--- config.mk ---
export PLATFORM = sky130hd
export DESIGN_NAME = bpa_ctrl
export DESIGN_NICKNAME = d
export VERILOG_FILES = /design/src/rtl/bpa_pkg.sv /design/src/rtl/bpa_ctrl.sv
export SDC_FILE = /design/constraint.sdc
export NUM_CORES = 1
export LEC_CHECK = 0
export BUFFER_PORTS_ARGS = -buffer_cell sky130_fd_sc_hd__buf_2
export CAP_MARGIN = 20
export CORE_AREA = 2 2 39 41
export CTS_CLUSTER_SIZE = 8
export DETAILED_ROUTE_END_ITERATION = 10
export DIE_AREA = 0 0 41 43
export GPL_ROUTABILITY_DRIVEN = 0
export HOLD_SLACK_MARGIN = 0.12
export SKIP_CTS_REPAIR_TIMING = 1
export SYNTH_ARGS = -nofsm -noshare
export SYNTH_HDL_FRONTEND = slang
export SYNTH_SLANG_ARGS = --single-unit
--- constraint.sdc ---
create_clock -name aclk -period 2.8 [get_ports aclk]
set_input_delay 0 -clock aclk [delete_from_list [all_inputs] [get_ports aclk]]
set_output_delay 0 -clock aclk [all_outputs]
set_load 0.005 [all_outputs]
--- src/rtl/bpa_pkg.sv ---
// Package: shared constants, payload types, control structs and helpers of the block pool allocator.
`timescale 1ns / 1ps

package bpa_pkg;

    localparam int NUM_BLOCKS  = 64;
    localparam int BLOCK_BYTES = 8192;
    localparam int ALIGN_BYTES = 8;
    localparam int STAMP_BITS  = 48;

    localparam int NB_W    = (NUM_BLOCKS > 1) ? $clog2(NUM_BLOCKS) : 1;
    localparam int CNT_W   = $clog2(NUM_BLOCKS + 1);
    localparam int FILL_W  = $clog2(BLOCK_BYTES + 1);
    localparam int BYTES_W = $clog2(NUM_BLOCKS * BLOCK_BYTES + 1);
    // Rounded request sizes stay below 65536 + ALIGN_BYTES.
    localparam int XW      = $clog2(65536 + ALIGN_BYTES);
    localparam int ALIGN_W = $clog2(ALIGN_BYTES + 1);
    localparam int RECIP_W = XW + 1;
    localparam int RECIP   = (1 << XW) / ALIGN_BYTES;

    typedef enum logic [1:0] {
        OP_ALLOC   = 2'd0,
        OP_RELEASE = 2'd1,
        OP_RESET   = 2'd2,
        OP_NONE    = 2'd3
    } op_t;

    typedef enum logic [1:0] {
        STS_OK        = 2'd0,
        STS_INVALID   = 2'd1,
        STS_TOO_LARGE = 2'd2,
        STS_EXHAUSTED = 2'd3
    } status_t;

    typedef struct packed {
        op_t         op;
        logic [15:0] request_bytes;
        logic [47:0] time_now;
        logic [47:0] age_limit;
    } bpa_in_t;

    typedef struct packed {
        status_t     status;
        logic [5:0]  block_index;
        logic [12:0] byte_offset;
        logic [6:0]  blocks_freed;
        logic [6:0]  live_blocks;
        logic [19:0] live_bytes;
        logic [31:0] alloc_count;
        logic [31:0] failure_count;
        logic [31:0] release_count;
    } bpa_out_t;

    typedef enum logic [2:0] {
        ST_IDLE,
        ST_CALC,
        ST_FIND,
        ST_WALK,
        ST_DRAIN,
        ST_COMMIT
    } ctl_state_t;

    typedef struct packed {
        logic capture;
        logic calc;
        logic find;
        logic walk;
        logic commit;
    } bpa_cmd_t;

    typedef struct packed {
        logic walk_last;
        logic out_busy;
    } bpa_stat_t;

    function automatic logic [31:0] sat_add32(input logic [31:0] a, input logic [31:0] b);
        logic [32:0] s;
        s = {1'b0, a} + {1'b0, b};
        return s[32] ? 32'hFFFF_FFFF : s[31:0];
    endfunction

endpackage

--- src/rtl/bpa_ctrl.sv ---
// Controller state machine sequencing allocate, release and reset operations.
`timescale 1ns / 1ps

module bpa_ctrl import bpa_pkg::*; (
    input  logic      aclk,
    input  logic      aresetn,
    input  logic      s_valid,
    input  op_t       s_op,
    output logic      s_ready,
    input  bpa_stat_t stat,
    output bpa_cmd_t  cmd
);

    ctl_state_t state_reg;
    ctl_state_t state_next;

    always_comb begin
        state_next = state_reg;
        unique case (state_reg)
            ST_IDLE: begin
                if (s_valid) begin
                    state_next = (s_op == OP_RELEASE) ? ST_WALK : ST_CALC;
                end
            end
            ST_CALC:   state_next = ST_FIND;
            ST_FIND:   state_next = ST_COMMIT;
            ST_WALK: begin
                if (stat.walk_last) begin
                    state_next = ST_DRAIN;
                end
            end
            ST_DRAIN:  state_next = ST_COMMIT;
            ST_COMMIT: begin
                if (!stat.out_busy) begin
                    state_next = ST_IDLE;
                end
            end
            default:   state_next = ST_IDLE;
        endcase
    end

    always_comb begin
        cmd     = '0;
        s_ready = 1'b0;
        unique case (state_reg)
            ST_IDLE: begin
                s_ready     = 1'b1;
                cmd.capture = s_valid;
            end
            ST_CALC:   cmd.calc   = 1'b1;
            ST_FIND:   cmd.find   = 1'b1;
            ST_WALK:   cmd.walk   = 1'b1;
            ST_DRAIN:  cmd        = '0;
            ST_COMMIT: cmd.commit = !stat.out_busy;
            default:   cmd        = '0;
        endcase
    end

    always_ff @(posedge aclk) begin
        if (!aresetn) begin
            state_reg <= ST_IDLE;
        end else begin
            state_reg <= state_next;
        end
    end

endmodule

* After elaboration in Yosys (flattened, before gate mapping)
Cells that the tools add are included.
Cells by class: reductions and logical operators 4, eq/ne operators 9, multiplexer cells 11
Operators by type and width (count):
- $pmux W3 S5 | 1
- $mux W3 | 3
- $eq A3 B2 Y1 const B | 2
- $eq A3 B3 Y1 const B | 2
- $mux W1 | 6
- $ne A2 B2 Y1 const B | 3
- $eq A3 B1 Y1 const B | 1
- $logic_not A3 Y1 | 1
- $reduce_and A3 Y1 | 1
- $eq A2 B1 Y1 const B | 1
- $mux W2 | 1
- $reduce_or A2 Y1 | 1
- $logic_not A1 Y1 | 1
Storage, ports and cells: flip-flop bits (word level) 3, logic and storage cells 25, output and inout port bits 6, bits of input ports 7

* Logic depth before layout (Yosys ltp)
depth after elaboration 4, mapped depth 4, mapped depth without buffers 3

* Worst setup path after synthesis
Ideal clock, no wire load.
path kind register to register, start point reg state_reg[0], end point reg state_reg[1], period minus slack after synthesis 1.136 ns, library setup time 0.060 ns, slack 1.664 ns, buffers on the path 0, stages on the path, launching flop included 4, data required time 2.740 ns, data arrival time 1.076 ns, cells stage by stage dfxtp_1 > or4_4 > nand3_2 > o221a_1
On the way: longest elaborated chain between the ends 3, elaborated cells on any way between the ends 12, classes of those cells eq/ne: 8; mux: 1; reduce/logical: 3
RTL lines:
- start, declared | RTL line bpa_ctrl.sv:14 | ctl_state_t state_reg;
- start signal, assigned | RTL line bpa_ctrl.sv:63 | state_reg <= state_next;
- $eq A3 B2 Y1 (tied with other cells) | RTL line bpa_ctrl.sv:19 | unique case (state_reg)
- $reduce_or A2 Y1 (no source line) or $ne A2 B2 Y1 (tied branches)
- $pmux W3 S5 or $reduce_and A3 Y1 (tied branches)
Several ways; a longest one is shown, not always the timed one. A chain may end at the register's enable or synchronous reset.

* Worst setup path after layout
start point reg state_reg[2], end point reg state_reg[2]
Same word-level chain as after synthesis.

==> reports/qor.log <==
INFO  finish         layout_cell_share_with_drive_strength_beyond_1=0.395
INFO  critical_path  critical_path.slowest_cell=dfxtp_1
INFO  logic_synthesis post-synth-top-area-fraction=0.247
INFO  sta            fin_tns_setup=0ns
INFO  grt            grt_antenna_before_repair=0
INFO  clocking       clock_tree.root_cell=clkbuf_4
INFO  logic_synthesis ys_top_cells_by_count=dfxtp_1, a21oi_1, buf_2, nor3_1, nor3b_1
INFO  sta            maxSlewViolCount=0
INFO  logic_synthesis ys_top_cells_by_area=dfxtp_1, nor3b_1, o221a_1, or4_4, or4bb_1
INFO  critical_path  timing.critical_path.fanout_max=14
INFO  sta            maximum_clock_skew_at_final_layout=0.00428ns
INFO  route          detail_route.wl_per_cell=10.2µm
INFO  floorplan      die-height=43µm
INFO  sta            timing.final.crit_period=1.57ns
INFO  grt            number_of_global_route_vias_before_repair=228
INFO  sta            final.period_utilization=0.560
INFO  clocking       cts_tree=yes
INFO  critical_path  family_with_the_most_delay_on_the_worst_path=flip-flops
INFO  clocking       clockBufferDepth=2
INFO  sta            tightest_slew=0.449ns
INFO  grt            globalRoute.totalOverflow=0
INFO  logic_synthesis synth.cell_area=243µm²
INFO  finish         design_area=355µm²
INFO  floorplan      die_w=41µm
INFO  critical_path  timing.critical_path.cells=mux2i_1, a21oi_1, dlygate4sd3_1
INFO  logic_synthesis synth_area_per_cell=8.67µm²
INFO  sta            final-hold-violation-count=0
INFO  outcome        run_status=finished, final reports clean
INFO  finish         antenna_cells_inserted=0
INFO  route          drt_wl_total=604µm
INFO  logic_synthesis synth-edff-count=0
INFO  floorplan      core_region_area=0.00138mm²
INFO  power          powerDensity=842mW/mm²
INFO  finish         syn2layout_area_growth=46.4%
INFO  route          routed-via-count=263
INFO  finish         layout.nets=51
INFO  sta            setup_slack_after_layout=1.23ns
INFO  clocking       clkSinkCount=3
INFO  finish         filler_cell_count=160
INFO  critical_path  cp_data_arrival_time=1.69ns
INFO  sta            slew_headroom=0.700
INFO  logic_synthesis number_of_standard_cells_after_synthesis=28
INFO  clocking       clock_pin_slew_of_the_registers_on_the_worst_case_setup_and_hold_paths=0.04ns
INFO  sta            grt_setup_unrepaired=false
INFO  sta            maximum_clock_frequency=637MHz
INFO  grt            maximum_number_of_pins_on_one_net_before_global_route_repair=15
INFO  grt            groute.usage.overall=0.0904
INFO  route          ant_nets=0
INFO  hold_path      timing.hold.worst.class=in -> reg
INFO  logic_synthesis synth.ff_latch_count=3
INFO  logic_synthesis synth-seq-area-share=0.247
INFO  route          route.detailed.drc=0
INFO  grt            wire_length_of_the_first_global_routing_pass=972µm
INFO  route          detailedRoute.firstIterationViolations=3
INFO  logic_synthesis netlist.top_cell.by_area=dfxtp_1
INFO  floorplan      floorplan.io_pins=13
INFO  critical_path  crit_path_max_incr_delay=0.59ns
INFO  floorplan      start_util=0.175
INFO  critical_path  timing.critical_path.required=2.92ns
INFO  route          vias_per_cell=4.46
INFO  clocking       cts_htree_levels=1
INFO  critical_path  cp.buffers_inverters=1
INFO  floorplan      placement_rows=14
INFO  floorplan      die_area=0.00176mm²
INFO  critical_path  critPathCaptureType=flop
INFO  place          place.port_buffers=12
INFO  route          drt_first_pass_iters=4
INFO  power          peakVddDrop=0.154mV
INFO  place          dp_slack=1.40ns
INFO  critical_path  kind_of_start_point_of_the_critical_path=flop
INFO  logic_synthesis synth.net_count=35
INFO  clocking       insertion_delay=0.24ns
INFO  logic_synthesis ys_dominant_reg_cell=dfxtp_1
INFO  critical_path  critical_path_class=reg -> reg
INFO  power          power.leakage=0.000173µW
INFO  sta            hold-worst-slack=0.151ns
INFO  job            cap_viol_max_count=0
INFO  logic_synthesis most_common_cell_in_the_netlist=dfxtp_1
INFO  logic_synthesis ys_types=22
INFO  place          post_dp_cell_area=309µm²
INFO  logic_synthesis synthesis.yosys.warnings=0
INFO  sta            setup-violations-final=0
INFO  clocking       numCtsBuffers=3
INFO  finish         largest_reg_flops=3
INFO  logic_synthesis async_sr_flop_fraction=0
[cells by family (layout without fill, tap and decap cells)]
group	Yosys count	in the layout	synth area share
AND/OR/NAND/NOR	14	14	0.433
AO/OA/AOI/OAI	6	6	0.186
buffers and inverters	3	18	0.0567
flip-flops	3	3	0.247
multiplexers	1	1	0.0412
XOR/XNOR	1	1	0.0361
[worst paths after layout]
| kind | from | endpoint | slack (ns) | depth (start not counted) |
|---|---|---|---|---|
| worst min-delay path | s_valid | state_reg[0] | 0.15 | 3 |
| worst min register to register | state_reg[1] | state_reg[1] | 0.72 | 1 |
| worst max register to register | state_reg[2] | state_reg[2] | 1.23 | 3 |
| worst max-delay path | state_reg[2] | state_reg[2] | 1.23 | 3 |
[per-stage QoR]
step | power, µW | cells | util
after floorplan | 177 | 28 | -
after global placement | 210 | 53 | 0.223
after detailed placement | 215 | 53 | 0.223
after CTS | 298 | 57 | 0.242
after global routing | 328 | 59 | 0.257
final | 299 | 59 | 0.257
[where the power goes]
part | total [µW] | internal (µW) | switching (µW)
combinational | 120 | 76.8 | 43.0
clock | 78.4 | 53.6 | 24.8
sequential | 101 | 56.9 | 44.0
[metal layers]
metal	wire length [µm]	up-vias	share of wire	GRT usage
met2	288	7	0.48	0.0938
met3	34	2	0.056	0.0471
met1	265	118	0.44	0.116
li1	-	136	-	-
met5	0	-	0	0
met4	14	0	0.023	0.100
[final cells by class]
class	count	area, µm²	share of cell area
clock buffers	4	26.3	0.0739
multi-input cells	22	169	0.475
repair buffers	14	80.1	0.225
well taps	16	20.0	0.0563
flip-flops and latches	3	60.1	0.169
[cells in the final DEF, fill, tap and decap left out]
master          n
buf_2          12
clkbuf_4        3
dfxtp_1         3
nor3b_1         2
nor3_1          2
a21oi_1         2
dlygate4sd3_1   2
and3b_1         1
and2_1          1
nor4bb_1        1
or4_4           1
nand4b_1        1
or4bb_1         1
nand3_2         1
nor2b_1         1
nor2_1          1
o21a_1          1
a31oi_1         1
o221a_1         1
mux2i_1         1
xor2_1          1
nand2_1         1
o211a_1         1
clkbuf_1        1
[worst min-delay path: cells and delay by family]
kind | cells | cell delay [ns]
buffers and inverters | 1 | 0.10
AO/OA/AOI/OAI | 1 | 0.13
AND/OR/NAND/NOR | 1 | 0.12
Power figures use the tool's default switching activity.
